**src/hdl/eobd_pkg.sv**
```systemverilog
// ----------------------------------------------------------------------------
// Engine data OBD bank package
// Shared types, request codes, PID codes and helper functions for the
// engine data register bank.
// ----------------------------------------------------------------------------
`timescale 1ns / 1ps
`default_nettype none

package eobd_pkg;

    typedef enum logic [1:0] {
        REQ_UPDATE   = 2'd0,
        REQ_READ_ALL = 2'd1,
        REQ_READ_PID = 2'd2,
        REQ_RESERVED = 2'd3
    } t_req;

    localparam logic [31:0] NO_VALUE     = 32'hFFFF_FFFF;
    localparam logic [31:0] PID_RPM      = 32'h0000_000C;
    localparam logic [31:0] PID_SPEED    = 32'h0000_000D;
    localparam logic [31:0] PID_COOLANT  = 32'h0000_0005;
    localparam logic [31:0] PID_THROTTLE = 32'h0000_0011;
    localparam logic [31:0] PID_MAP      = 32'h0000_000B;
    localparam logic [31:0] PID_STATUS   = 32'h0000_0001;

    // Division by 37 for a 16-bit value: multiply by ceil(2^22 / 37), shift by 22.
    localparam int          SPEED_SHIFT  = 22;
    localparam int          SPEED_W      = 11;
    localparam logic [16:0] SPEED_RECIP  = 17'd113360;
    localparam logic [SPEED_W-1:0] SPEED_CAP = 11'd250;

    localparam logic [31:0] O2_MID       = 32'd450;
    localparam logic [15:0] LAMBDA_STOICH = 16'd100;

    typedef struct packed {
        logic [15:0] rpm;
        logic [15:0] coolant;
        logic [15:0] throttle;
        logic [15:0] map_kpa;
        logic [15:0] lambda;
        logic [15:0] fault;
        logic [31:0] seq;
    } t_snapshot;

    typedef struct packed {
        t_req        req;
        logic [31:0] pid;
        t_snapshot   upd;
    } t_item;

    typedef struct packed {
        logic [31:0] w0;
        logic [63:0] w1;
        logic [63:0] w2;
        logic [63:0] w3;
    } t_result;

    function automatic logic [SPEED_W-1:0] speed_of(input logic [15:0] rpm);
        logic [32:0] prod;
        prod = {17'd0, rpm} * {16'd0, SPEED_RECIP};
        return prod[SPEED_SHIFT +: SPEED_W];
    endfunction

    function automatic logic [31:0] o2_mv(input logic [15:0] lambda);
        logic [31:0] lam;
        lam = {16'd0, lambda};
        if (lambda >= LAMBDA_STOICH) begin
            return O2_MID + (lam - {16'd0, LAMBDA_STOICH}) * 32'd3;
        end
        return O2_MID - ({16'd0, LAMBDA_STOICH} - lam) * 32'd5;
    endfunction

endpackage

`default_nettype wire

```
**src/hdl/eobd_ifs.sv**
```systemverilog
// ----------------------------------------------------------------------------
// Engine data OBD bank channels
// Valid/ready interfaces for the request and the response channel.
// ----------------------------------------------------------------------------
`timescale 1ns / 1ps
`default_nettype none

interface eobd_req_if;
    logic        valid;
    logic        ready;
    logic [1:0]  req_type;
    logic [63:0] word1_in;
    logic [63:0] word2_in;
    logic [63:0] word3_in;
    logic [63:0] word4_in;

    modport source (output valid, req_type, word1_in, word2_in, word3_in, word4_in,
                    input ready);
    modport sink (input valid, req_type, word1_in, word2_in, word3_in, word4_in,
                  output ready);
endinterface

interface eobd_rsp_if;
    logic        valid;
    logic        ready;
    logic [31:0] word0_out;
    logic [63:0] word1_out;
    logic [63:0] word2_out;
    logic [63:0] word3_out;

    modport source (output valid, word0_out, word1_out, word2_out, word3_out,
                    input ready);
    modport sink (input valid, word0_out, word1_out, word2_out, word3_out,
                  output ready);
endinterface

`default_nettype wire

```
**src/hdl/eobd_bank.sv**
```systemverilog
// ----------------------------------------------------------------------------
// Engine data OBD bank storage
// Holds the engine snapshot and its valid flag; written by update items.
// ----------------------------------------------------------------------------
`timescale 1ns / 1ps
`default_nettype none

module eobd_bank
    import eobd_pkg::*;
(
    input  wire logic      i_clk,
    input  wire logic      i_rst_n,
    input  wire logic      i_wr_en,
    input  wire t_snapshot i_wr_data,
    output t_snapshot      o_snap,
    output logic           o_snap_valid
);

    t_snapshot r_snap;
    logic      r_snap_valid;

    always_ff @(posedge i_clk) begin
        if (!i_rst_n) begin
            r_snap       <= '0;
            r_snap_valid <= 1'b0;
        end else if (i_wr_en) begin
            r_snap       <= i_wr_data;
            r_snap_valid <= 1'b1;
        end
    end

    assign o_snap       = r_snap;
    assign o_snap_valid = r_snap_valid;

endmodule

`default_nettype wire

```
**src/hdl/eobd_format.sv**
```systemverilog
// ----------------------------------------------------------------------------
// Engine data OBD bank response formatter
// Builds the response words of one item from the stored snapshot.
// ----------------------------------------------------------------------------
`timescale 1ns / 1ps
`default_nettype none

module eobd_format
    import eobd_pkg::*;
(
    input  wire t_item     i_item,
    input  wire t_snapshot i_snap,
    input  wire logic      i_snap_valid,
    output t_result        o_result
);

    logic [SPEED_W-1:0] speed_raw;
    logic [SPEED_W-1:0] speed_capped;
    logic [31:0]        o2;
    logic [31:0]        pid_val;
    logic               dtc;

    always_comb begin
        speed_raw    = speed_of(i_snap.rpm);
        speed_capped = (speed_raw > SPEED_CAP) ? SPEED_CAP : speed_raw;
        o2           = o2_mv(i_snap.lambda);
        dtc          = (i_snap.fault != 16'd0);

        if (!i_snap_valid) begin
            pid_val = NO_VALUE;
        end else if (i_item.pid == PID_RPM) begin
            pid_val = {16'd0, i_snap.rpm};
        end else if (i_item.pid == PID_SPEED) begin
            pid_val = {{(32 - SPEED_W){1'b0}}, speed_raw};
        end else if (i_item.pid == PID_COOLANT) begin
            pid_val = {16'd0, i_snap.coolant};
        end else if (i_item.pid == PID_THROTTLE) begin
            pid_val = {16'd0, i_snap.throttle};
        end else if (i_item.pid == PID_MAP) begin
            pid_val = {16'd0, i_snap.map_kpa};
        end else if (i_item.pid == PID_STATUS) begin
            pid_val = {31'd0, dtc};
        end else begin
            pid_val = NO_VALUE;
        end

        o_result = '0;
        unique case (i_item.req)
            REQ_UPDATE: begin
                o_result = '0;
            end
            REQ_READ_ALL: begin
                if (i_snap_valid) begin
                    o_result.w1 = {i_snap.throttle, i_snap.coolant,
                                   {(16 - SPEED_W){1'b0}}, speed_capped, i_snap.rpm};
                    o_result.w2 = {48'd0, i_snap.map_kpa}
                                | {16'd0, o2, 16'd0}
                                | {31'd0, dtc, 32'd0}
                                | {i_snap.fault, 48'd0};
                    o_result.w3 = {32'd0, i_snap.seq};
                end
            end
            REQ_READ_PID: begin
                o_result.w0 = pid_val;
            end
            REQ_RESERVED: begin
                o_result.w0 = NO_VALUE;
            end
            default: begin
                o_result.w0 = NO_VALUE;
            end
        endcase
    end

endmodule

`default_nettype wire

```
**src/hdl/engine_data_obd_register_bank.sv**
```systemverilog
// ----------------------------------------------------------------------------
// Engine data OBD register bank
// Flow: an accepted item is held in the input register; its result is written
// to the result register when the response side is free, and then offered.
// Throughput: one item per cycle unless responses stall; one input register,
// one result register. Each item gives exactly one result, in order.
// Reset: synchronous, active low; clears the snapshot and its valid flag.
// ----------------------------------------------------------------------------
`timescale 1ns / 1ps
`default_nettype none

module engine_data_obd_register_bank
    import eobd_pkg::*;
(
    input  wire logic   i_clk,
    input  wire logic   i_rst_n,
    eobd_req_if.sink    i_req,
    eobd_rsp_if.source  o_rsp
);

    logic      r_in_vld;
    t_item     r_item;
    t_item     n_item;
    logic      r_out_vld;
    t_result   r_res;
    t_result   n_res;
    logic      advance;
    logic      fire;
    logic      in_ready;
    t_snapshot snap;
    logic      snap_valid;

    assign advance  = !r_out_vld || o_rsp.ready;
    assign fire     = r_in_vld && advance;
    assign in_ready = !r_in_vld || fire;

    always_comb begin
        n_item              = '0;
        n_item.req          = t_req'(i_req.req_type);
        n_item.pid          = i_req.word1_in[31:0];
        n_item.upd.rpm      = i_req.word1_in[15:0];
        n_item.upd.coolant  = i_req.word1_in[47:32];
        n_item.upd.throttle = i_req.word1_in[63:48];
        n_item.upd.fault    = i_req.word2_in[47:32];
        n_item.upd.seq      = i_req.word3_in[31:0];
        n_item.upd.lambda   = i_req.word3_in[47:32];
        n_item.upd.map_kpa  = i_req.word4_in[15:0];
    end

    always_ff @(posedge i_clk) begin
        if (!i_rst_n) begin
            r_in_vld  <= 1'b0;
            r_out_vld <= 1'b0;
        end else begin
            if (i_req.valid && in_ready) begin
                r_in_vld <= 1'b1;
            end else if (fire) begin
                r_in_vld <= 1'b0;
            end
            if (fire) begin
                r_out_vld <= 1'b1;
            end else if (o_rsp.ready) begin
                r_out_vld <= 1'b0;
            end
        end
    end

    always_ff @(posedge i_clk) begin
        if (i_req.valid && in_ready) begin
            r_item <= n_item;
        end
        if (fire) begin
            r_res <= n_res;
        end
    end

    eobd_bank u_bank (
        .i_clk        (i_clk),
        .i_rst_n      (i_rst_n),
        .i_wr_en      (fire && (r_item.req == REQ_UPDATE)),
        .i_wr_data    (r_item.upd),
        .o_snap       (snap),
        .o_snap_valid (snap_valid)
    );

    eobd_format u_format (
        .i_item       (r_item),
        .i_snap       (snap),
        .i_snap_valid (snap_valid),
        .o_result     (n_res)
    );

    assign i_req.ready     = in_ready;
    assign o_rsp.valid     = r_out_vld;
    assign o_rsp.word0_out = r_res.w0;
    assign o_rsp.word1_out = r_res.w1;
    assign o_rsp.word2_out = r_res.w2;
    assign o_rsp.word3_out = r_res.w3;

endmodule

`default_nettype wire

```
**src/flat_wrapper.sv**
```systemverilog
// flat-port wrapper written by rule: the top's interface ports become plain ports
module engine_data_obd_register_bank_flat import eobd_pkg::*;
  (i_clk, i_rst_n, i_req_valid, i_req_req_type, i_req_word1_in, i_req_word2_in, i_req_word3_in, i_req_word4_in, i_req_ready, o_rsp_valid, o_rsp_word0_out, o_rsp_word1_out, o_rsp_word2_out, o_rsp_word3_out, o_rsp_ready);
  eobd_req_if i_req_i ();
  eobd_rsp_if o_rsp_i ();
  input  wire logic i_clk;
  input  wire logic i_rst_n;
  input wire logic [$bits(i_req_i.valid)-1:0] i_req_valid;
  input wire logic [$bits(i_req_i.req_type)-1:0] i_req_req_type;
  input wire logic [$bits(i_req_i.word1_in)-1:0] i_req_word1_in;
  input wire logic [$bits(i_req_i.word2_in)-1:0] i_req_word2_in;
  input wire logic [$bits(i_req_i.word3_in)-1:0] i_req_word3_in;
  input wire logic [$bits(i_req_i.word4_in)-1:0] i_req_word4_in;
  output wire logic [$bits(i_req_i.ready)-1:0] i_req_ready;
  output wire logic [$bits(o_rsp_i.valid)-1:0] o_rsp_valid;
  output wire logic [$bits(o_rsp_i.word0_out)-1:0] o_rsp_word0_out;
  output wire logic [$bits(o_rsp_i.word1_out)-1:0] o_rsp_word1_out;
  output wire logic [$bits(o_rsp_i.word2_out)-1:0] o_rsp_word2_out;
  output wire logic [$bits(o_rsp_i.word3_out)-1:0] o_rsp_word3_out;
  input wire logic [$bits(o_rsp_i.ready)-1:0] o_rsp_ready;
  assign i_req_i.valid = i_req_valid;
  assign i_req_i.req_type = i_req_req_type;
  assign i_req_i.word1_in = i_req_word1_in;
  assign i_req_i.word2_in = i_req_word2_in;
  assign i_req_i.word3_in = i_req_word3_in;
  assign i_req_i.word4_in = i_req_word4_in;
  assign i_req_ready = i_req_i.ready;
  assign o_rsp_valid = o_rsp_i.valid;
  assign o_rsp_word0_out = o_rsp_i.word0_out;
  assign o_rsp_word1_out = o_rsp_i.word1_out;
  assign o_rsp_word2_out = o_rsp_i.word2_out;
  assign o_rsp_word3_out = o_rsp_i.word3_out;
  assign o_rsp_i.ready = o_rsp_ready;
  engine_data_obd_register_bank u_core (.i_clk(i_clk), .i_rst_n(i_rst_n), .i_req(i_req_i), .o_rsp(o_rsp_i));
endmodule
```
**config.mk**
```make
export PLATFORM = sky130hd
export DESIGN_NAME = engine_data_obd_register_bank_flat
export DESIGN_NICKNAME = d
export VERILOG_FILES = /design/src/hdl/eobd_pkg.sv /design/src/hdl/eobd_ifs.sv /design/src/hdl/eobd_bank.sv /design/src/hdl/eobd_format.sv /design/src/hdl/engine_data_obd_register_bank.sv /design/src/flat_wrapper.sv
export SDC_FILE = /design/constraint.sdc
export NUM_CORES = 1
export LEC_CHECK = 0
export BUFFER_PORTS_ARGS = -buffer_cell sky130_fd_sc_hd__buf_2
export CORE_ASPECT_RATIO = 0.5
export CORE_MARGIN = 2
export CORE_UTILIZATION = 45
export DETAILED_ROUTE_END_ITERATION = 16
export GPL_TIMING_DRIVEN = 0
export PLACE_DENSITY_LB_ADDON = 0.3
export SYNTH_ARGS = -nofsm -noshare
export SYNTH_HDL_FRONTEND = slang
export SYNTH_SLANG_ARGS = --single-unit
```
**constraint.sdc**
```tcl
create_clock -name i_clk -period 6.3 [get_ports i_clk]
set_input_delay 1.26 -clock i_clk [delete_from_list [all_inputs] [get_ports i_clk]]
set_output_delay 1.26 -clock i_clk [all_outputs]
set_load 0.005 [all_outputs]
```
# Word level (Yosys, flattened, before mapping)
# Index checks and enable logic that the tools add are counted.
# totals
ff_bits	517
input_bits	262
out_inout_bits	226
# op_classes
addsub	4
mul	3
magnitude_cmp	2
eq_ne	9
muxes	16
n_bitwise	5
reduce_logical	13
# op_table
op	n
$mux 32	9
$eq 32x4->1 const B	3
$or 48x64->64	1
$pmux 32 s2	1
$or 16x48->48	1
$or 48x33->48	1
$eq 32x1->1 const B	1
$eq 32x3->1 const B	1
$eq 32x5->1 const B	1
$mul 16x13->29 const B	1
$sub 10x21->22 const A	1
$add 10x20->21 const A	1
$mul 17x4->21 const B	1
$mul 17x3->20 const B	1
$sub 16x7->17 const B	1
$sub 7x16->17 const A	1
$ge 16x7->1 const B	1
$reduce_bool 16->1	1
$gt 11x8->1 const B	1
$mux 11	1
$mux 1	5
$eq 2x2->1 const B	2
$reduce_bool 2->1	2
$logic_and 1x1->1	3
7 further kinds	10

# Logic depth before layout (Yosys ltp)
# Gate-level depths: netlist of run 1.
# logic_depth
depth_word	9
depth_mapped	21
mapped_depth_nobuf	21

# Hierarchy
# A second synthesis of run 1 with hierarchy kept.
# unflattened
cells_unflattened	1987
area_unflattened_um2	25582.0
# modules_own_cells
module	instances	cells_each	area_each_um2
engine_data_obd_register_bank	1	380	11222.0
eobd_format	1	1192	9372.7
eobd_bank	1	415	4987.3

# Least setup slack after synthesis of run 1
# No wires, ideal clock.
# synth_path
path_kind	reg-to-reg
start	register u_core.u_bank.r_snap (netlist bit u_core.u_bank.o_snap[119])
end	register u_core.r_res (netlist bit u_core.o_rsp.word1_out[16]), data pin
setup_ns	0.257
t_arrival_ns	5.445
path_slack_ns	0.598
stages_incl_launch_ff	19
n_path_buf	0
path_cell_list	dfxtp_1 > inv_1 > fa_1 > fa_1 > inv_1 > fa_1 > fa_1 > inv_1 > fa_1 > inv_1 > ha_1 > nand3_1 > o41a_1 > a211oi_4 > nor3_1 > or4_4 > nor3_2 > nand3_1 > o2111a_1
# synth_between
elab_chain_cells	3
# synth_lines
item	line	text
from (decl)	eobd_bank.sv:19	t_snapshot r_snap;
from (signal assigned)	eobd_bank.sv:27	r_snap <= i_wr_data;
$mul 16x13->29 *	eobd_pkg.sv:60	prod = {17'd0, rpm} * {16'd0, SPEED_RECIP};
$gt 11x8->1	eobd_format.sv:25	speed_capped = (speed_raw > SPEED_CAP) ? SPEED_CAP : speed_raw;
$reduce_or 3->1 (no source line)	n/a	
to (signal assigned)	engine_data_obd_register_bank.sv:73	r_res <= n_res;
to (decl)	engine_data_obd_register_bank.sv:25	t_result r_res;
# Mark *: on every way between the ends. The rest lies on a longest branch, timed or not.
# A chain may end at the register's enable or synchronous reset.

# Final worst setup path of run 1
# layout_path
start	register u_core.u_bank.r_snap (netlist bit u_core.u_bank.o_snap[120])
end	register u_core.r_res (netlist bit u_core.o_rsp.word1_out[16]), data pin
# Same word-level chain as after synthesis.

==> run summary, run 1 <==
Top FF cell, synth - edfxtp_1
mapped cell area - 23,500 um^2
DR vias - 16,300
Place WS - -0.347 ns
worst path cell trace - clkinvlp_4 -> fa_1 -> fa_1 -> inv_1 -> fa_1 -> fa_1 -> inv_1 -> fa_1 -> inv_1 -> ha_4 -> nand3_2 -> o41a_1 -> a211oi_4 -> nor3_1 -> or4_4 -> nor3_2 -> nand3_1 -> o2111a_1
Fmax - 162 MHz
r2r startpoint - u_core.u_bank.o_snap[120]$_SDFFE_PN0P_
# H-tree levels - 2
Crit. Startpoint - u_core.u_bank.o_snap[120]$_SDFFE_PN0P_
R2R setup slack - 0.14 ns
Synth Instances - 2,097
combinational family with the most area after synthesis - adder cells
die area - 54,200 um^2
Avg Cell Area, Syn - 11.2 um^2
DRC errors left - 0
number of synthesized flops with an enable pin - 308
Critical Path Fanout Max - 7
final layout net count - 3,066
CTS tree - yes
clock slew at reported path FFs - 0.06 ns
MaxCap Viol Count - 0
sequential share of the synthesized area - 0.505
Post-DP Area - 26,300 um^2
layout overhead on the synthesized area - 18.3%
Worst Path Arrival - 6.47 ns
initial antenna violation count - 5
CP Class - flip-flop to flip-flop
post-synthesis register bit count - 439
Post-Place Cells - 3,177
first-pass GRT wire length - 90,900 um
final hold vios - 0
Leak - 12.1 nW
share of cells above drive strength 1 - 0.200
Clock Latency Late Sink - 0.58 ns
Global Route Usage Sum - 0.218
Hold Path Class - flip-flop to flip-flop
worst r2r path cells - 18
DR vias/cell - 4.99
Final Setup Violations - 0
Syn. warnings - 0
vias in the first global route - 15,800
Antenna Nets Post-Route - 0
Tmin final - 6.16 ns
Pwr per Cell Area - 253 nW/um^2
Worst Setup End Kind - flip-flop
Reg-to-Reg End - u_core.o_rsp.word1_out[16]$_SDFFCE_PP0P_
number of distinct library cells after synthesis - 61
I/O Buffers - 337
placed wire-length estimate - 46,000 um
Core Area - 51,800 um^2
most frequent cells in the layout - buf_2, edfxtp_1, nand2_1
CTS Buffer Depth - 3
Die Height - 166 um
XOR/XNOR share of the synthesized area - 0.0246
Final WS setup - 0.141 ns
Crit-path slowest cell - fa_1
clock sink count - 439
mux cell area share after synthesis - 0.00271
RD Place Congestion - 0.918
most common cell after layout, fill and taps aside - buf_2
clk root buf - clkbuf_16
Worst-Margin Slew - 0.991 ns
total CTS buffers - 42
CP Launch Type - flip-flop
Setup Skew - 0.0270 ns
Total Power - 7.05 mW
status - finished, final reports clean
Compound-Gate Fraction of Synth Area - 0.0993
post-synthesis simple-gate area fraction - 0.122
ys async rst share - 0
Worst Path Required - 6.61 ns
Finished Layout Cells - 3,266
Rel. slew slack - 0.339
row cnt - 59
Worst Setup EP - u_core.o_rsp.word1_out[16]$_SDFFCE_PP0P_
period utilization - 0.978
DR pass1 iterations - 5
largest net degree at the start of global routing - 118
final wirelength - 59,900 um
Max Slew Vio Count - 0
final std cell area, no fill - 27,800 um^2
total grt overflow - 0
Initial Util - 0.454
VDD IR max - 0.000171 V
most used cell, CP - fa_1
Wirelength per Cell - 18.3 um
Post-Synth Adder-Cell Area - 0.179
io pins - 488
DRT iter0 DRCs - 1,207
Die W - 327 um
slowest stage delay, CP - 0.55 ns
==> how the worst min path moves through the flow <==
stage | from | endpoint | slack [ns] | depth (start not counted)
4_1_cts | u_core.u_bank.o_snap[20]$_SDFFE_PN0P_ | u_core.u_bank.o_snap[20]$_SDFFE_PN0P_ | 0.46 | 2
3_5_place_dp | u_core.u_bank.o_snap[20]$_SDFFE_PN0P_ | u_core.u_bank.o_snap[20]$_SDFFE_PN0P_ | 0.45 | 2
6_report | u_core.u_bank.o_snap[20]$_SDFFE_PN0P_ | u_core.u_bank.o_snap[20]$_SDFFE_PN0P_ | 0.46 | 2
5_1_grt | u_core.u_bank.o_snap[20]$_SDFFE_PN0P_ | u_core.u_bank.o_snap[20]$_SDFFE_PN0P_ | 0.48 | 2
2_1_floorplan | u_core.u_bank.o_snap[24]$_SDFFE_PN0P_ | u_core.u_bank.o_snap[24]$_SDFFE_PN0P_ | 0.44 | 2
3_3_place_gp | u_core.u_bank.o_snap[11]$_SDFFE_PN0P_ | u_core.u_bank.o_snap[11]$_SDFFE_PN0P_ | 0.45 | 2
==> critical path: cells and delay by family, from the launching register on <==
family	cells	cell delay (ns)
buffers and inverters	4	0.35
AO/OA/AOI/OAI	3	1.14
adder cells (fa/ha/maj)	6	2.87
AND/OR/NAND/NOR	5	1.09
flip-flops	1	0.45
==> kinds of logic (layout without fill, tap and decap cells) <==
logic type | Yosys count | after routing
multiplexers | 6 | 6
AO/OA/AOI/OAI | 340 | 340
adder cells (fa/ha/maj) | 276 | 276
other | 1 | 44
AND/OR/NAND/NOR | 611 | 611
buffers and inverters | 358 | 783
flip-flops | 439 | 439
XOR/XNOR | 66 | 66
==> repair_timing <==
item                       CTS  global route
pin swaps                    0             4
setup endpoints to repair   14            15
hold buffers                 0             0
setup buffers                5             3
gates resized for setup     11            14
==> stage by stage <==
step	hold WS (ns)	TNS, ns	util
after CTS	0.461	0	0.535
after floorplan	0.439	0	-
after global routing	0.478	-0.0174	0.537
after global placement	0.446	-198.91	0.506
after detailed placement	0.452	-2.35	0.508
final	0.460	0	0.537
==> area by class of cell <==
| class | instances | area, um^2 |
|---|---|---|
| fill | 4581 | 24000 |
| sequential | 439 | 11900 |
| multi-input combinational | 1339 | 10200 |
| timing repair buffer | 348 | 1830 |
| clock buffer | 53 | 1130 |
| tap | 701 | 877 |
| inverter | 218 | 837 |
| buffer | 140 | 758 |
| clock inverter | 24 | 234 |
| antenna | 4 | 10.0 |
==> cells in the mapped netlist (all sizes together) (12+ instances only) <==
library cell,instances,area share
edfxtp,308,0.39
nand2,304,0.049
inv,218,0.035
ha,176,0.094
a21boi,134,0.043
dfxtp,131,0.11
and2,104,0.028
fa,100,0.085
clkbuf,77,0.012
nor2,67,0.011
a21oi,63,0.013
buf,63,0.020
xnor2,39,0.015
o21ai,34,0.0072
nor3,29,0.0064
xor2,27,0.010
nor2b,19,0.0051
o22ai,18,0.0048
nand3,17,0.0036
a21o,16,0.0051
o21a,16,0.0051
a211oi,12,0.0044
nor4,12,0.0032
or3,12,0.0032
==> sequential cells by signal, indices dropped and copies added, names as in the netlist <==
signal / flops
u_core.o_rsp.word2_out: 54
u_core.o_rsp.word3_out: 32
u_core.o_rsp.valid: 1
u_core.u_bank.o_snap_valid: 1
u_core.r_in_vld: 1
u_core.o_rsp.word0_out: 17
u_core.u_bank.o_snap: 128
u_core.r_item: 146
u_core.o_rsp.word1_out: 59
==> report_power, final <==
group / internal (mW) / switching, mW / total (mW)
logic: 0.528 / 0.733 / 1.26
registers: 3.20 / 0.0500 / 3.25
clock network: 1.39 / 1.15 / 2.54
==> layer usage <==
layer,vias to the layer above,wire length [um],global-route usage
met1,7843,25300,0.285
met5,-,0,0
met2,441,29600,0.377
met4,0,2040,0.0748
met3,100,2850,0.0268
li1,7906,-,-
Note: power is estimated with default switching activity, not from simulation.
==> run 2: changes to the inputs <==
CORE_ASPECT_RATIO = 1.25   (was 0.5)
==> run 2 against run 1 <==
  * Combinational power is essentially flat
  * Critical path type unchanged
  * Critical endpoint is now u_core.o_rsp.word1_out[23]$_SDFFCE_PN0P_
  * Die area down 0.18%
  * Core utilization up 0.54 points
  * Global-route usage increased by 0.37 points
  * Hold slack about the same
==> run summary, run 2 (same netlist as run 1, synthesis figures left out) <==
status - finished, final reports clean (unchanged)
power share of the clock group - 0.369 (was 0.360)
largest register by flop count - u_core.r_item (unchanged)
Worst Path Required - 6.56 ns (was 6.61 ns)
Core Area - 51,500 um^2 (was 51,800 um^2)
final layout net count - 3,075 (was 3,066)
slowest stage delay, CP - 0.55 ns (about the same)
Rel. slew slack - 0.277 (was 0.339)
max reg flops - 146 (unchanged)
vias in the first global route - 16,600 (was 15,800)
Max Slew Vio Count - 0 (unchanged)
initial antenna violation count - 14 (was 5)
Total Power - 7.15 mW (was 7.05 mW)
Initial Util - 0.456 (was 0.454)
row cnt - 93 (was 59)
Worst-Margin Slew - 1.07 ns (was 0.991 ns)
Die W - 208 um (was 327 um)
DRT iter0 DRCs - 919 (was 1,207)
switching power total - 1.90 mW (was 1.94 mW)
MaxCap Viol Count - 0 (unchanged)
critical path's top delay family - adder cells (unchanged)
register area - 11,900 um^2 (about the same)
most common cell after layout, fill and taps aside - buf_2 (unchanged)
Leak - 12.2 nW (was 12.1 nW)
Seq pwr share - 0.454 (was 0.461)
Worst Setup End Kind - flip-flop (unchanged)
Buf/Inv on CP - 4 (unchanged)
total grt overflow - 0 (unchanged)
DR pass1 iterations - 6 (was 5)
most frequent cells in the layout - buf_2, edfxtp_1, nand2_1 (unchanged)
Comb pwr share - 0.176 (was 0.179)
Fin Setup TNS - 0 ns (unchanged)
total CTS buffers - 43 (was 42)
first-pass GRT wire length - 92,000 um (was 90,900 um)
Die Height - 260 um (was 166 um)
die area - 54,100 um^2 (was 54,200 um^2)
Tmin final - 6.17 ns (was 6.16 ns)
r2r startpoint - u_core.u_bank.o_snap[119]$_SDFFE_PN0P_ (was u_core.u_bank.o_snap[120]$_SDFFE_PN0P_)
Antenna Nets Post-Route - 0 (unchanged)
Pint - 5.25 mW (was 5.11 mW)
global route hottest layer - met2 (unchanged)
RD Place Congestion - 0.888 (was 0.918)
DR vias/cell - 5.04 (was 4.99)
layout overhead on the synthesized area - 18.9% (was 18.3%)
Hold Crit Start - u_core.u_bank.o_snap[21]$_SDFFE_PN0P_ (was u_core.u_bank.o_snap[20]$_SDFFE_PN0P_)
CP Launch Type - flip-flop (unchanged)
Pwr per Cell Area - 256 nW/um^2 (was 253 nW/um^2)
DRC errors left - 0 (unchanged)
CTS hold repair buffers - 0 (unchanged)
VDD IR max - 0.000217 V (was 0.000171 V)
Critical Path Fanout Max - 6 (was 7)
area of the multi-input gates - 10,200 um^2 (unchanged)
placed wire-length estimate - 47,900 um (was 46,000 um)
Fmax - 162 MHz (about the same)
met1 usage - 0.253 (was 0.285)
final wirelength - 60,400 um (was 59,900 um)
CP Class - flip-flop to flip-flop (unchanged)
# H-tree levels - 2 (unchanged)
final hold vios - 0 (unchanged)
clock sink count - 439 (unchanged)
Final Setup Violations - 0 (unchanged)
share of cells above drive strength 1 - 0.206 (was 0.200)
clk root buf - clkbuf_16 (unchanged)
Crit-path slowest cell - fa_1 (unchanged)
period utilization - 0.980 (was 0.978)
Wirelength per Cell - 18.7 um (was 18.3 um)
Hold Path Class - flip-flop to flip-flop (unchanged)
sw frac - 0.266 (was 0.275)
largest net degree at the start of global routing - 90 (was 118)
DR vias - 16,300 (about the same)
Crit. Startpoint - u_core.u_bank.o_snap[119]$_SDFFE_PN0P_ (was u_core.u_bank.o_snap[120]$_SDFFE_PN0P_)
met2 usage - 0.395 (was 0.377)
clock slew at reported path FFs - 0.06 ns (about the same)
Fillers - 4,568 (was 4,581)
most used cell, CP - fa_1 (unchanged)
Setup Skew - 0.0241 ns (was 0.0270 ns)
io pins - 488 (unchanged)
CTS Buffer Depth - 3 (unchanged)
met3 Track Usage GR - 0.0492 (was 0.0268)
CTS tree - yes (unchanged)
Worst Path Arrival - 6.43 ns (was 6.47 ns)
Global Route Usage Sum - 0.222 (was 0.218)
I/O Buffers - 337 (unchanged)
worst path cell trace - clkinvlp_4 -> fa_1 -> fa_1 -> inv_1 -> fa_1 -> fa_1 -> inv_1 -> fa_1 -> inv_1 -> ha_1 -> nand3_2 -> o41a_1 -> a211oi_4 -> nor3_1 -> o41ai_2 -> xnor2_2 -> nor3_1 -> nor2_1 (was clkinvlp_4 -> fa_1 -> fa_1 -> inv_1 -> fa_1 -> fa_1 -> inv_1 -> fa_1 -> inv_1 -> ha_4 -> nand3_2 -> o41a_1 -> a211oi_4 -> nor3_1 -> or4_4 -> nor3_2 -> nand3_1 -> o2111a_1)
Clock Latency Late Sink - 0.59 ns (was 0.58 ns)
[run 2: cell count changes in the layout (fill, tap and decap cells not counted), sizes merged]
cell,change
buf,+9
inv,-7
clkbuf,-2
bufinv,+3
clkinv,+4
clkinvlp,+4
diode,-3
[run 2: metal layers]
metal	wire (um)	share of wire
met1	23100	0.38
met2	30700	0.51
met3	3500	0.058
met4	2850	0.047
met5	172	0.0028
[run 2: worst paths after layout]
| check | end | cells after the start | slack [ns] |
|---|---|---|---|
| worst max-delay path | u_core.o_rsp.word1_out[23]$_SDFFCE_PN0P_ | 18 | 0.13 |
| worst min-delay path | u_core.u_bank.o_snap[21]$_SDFFE_PN0P_ | 2 | 0.46 |
| worst max register to register | u_core.o_rsp.word1_out[23]$_SDFFCE_PN0P_ | 18 | 0.13 |
| worst min register to register | u_core.u_bank.o_snap[21]$_SDFFE_PN0P_ | 2 | 0.46 |
[run 2: area by class of cell]
| type | instances | share of cell area |
|---|---|---|
| inverter | 218 | 0.0303 |
| sequential | 439 | 0.425 |
| timing repair buffer | 357 | 0.0683 |
| tap | 665 | 0.0298 |
| antenna | 1 | 0.0000895 |
| clock inverter | 28 | 0.0113 |
| multi-input combinational | 1339 | 0.367 |
| buffer | 139 | 0.0270 |
| clock buffer | 52 | 0.0411 |
[run 2: timing repair]
action / in CTS / in global routing
setup endpoints to repair: 9 / 13
pin swaps: 0 / 3
setup buffers: 6 / 11
gates resized for setup: 6 / 20
[run 2: worst min-delay path, stage by stage, from the launching register on]
cell	delay, ns
dfxtp_1	0.31
nand2_1	0.04
a21boi_0	0.06
[run 2: power groups by stage]
stage / Clock [mW] / Sequential [mW] / Combinational (mW)
6_report: 2.64 / 3.25 / 1.26
5_1_grt: 2.81 / 3.26 / 1.41
4_1_cts: 2.70 / 3.25 / 1.25
3_5_place_dp: 0 / 3.31 / 1.25
3_3_place_gp: 0 / 3.33 / 1.20
2_1_floorplan: 0 / 3.31 / 0.890
[run 2: metrics by stage]
stage               setup WS, ns  std cells  hold slack [ns]  utilization  cell area, um^2
floorplan                  0.598       2136            0.439            -            23700
global placement          -0.645       3138            0.446        0.508            26200
detailed placement        -0.131       3141            0.454        0.510            26300
CTS                       0.0148       3227            0.463        0.539            27800
global route             -0.0642       3237            0.486        0.542            28000
finish                     0.126       3238            0.460        0.542            28000
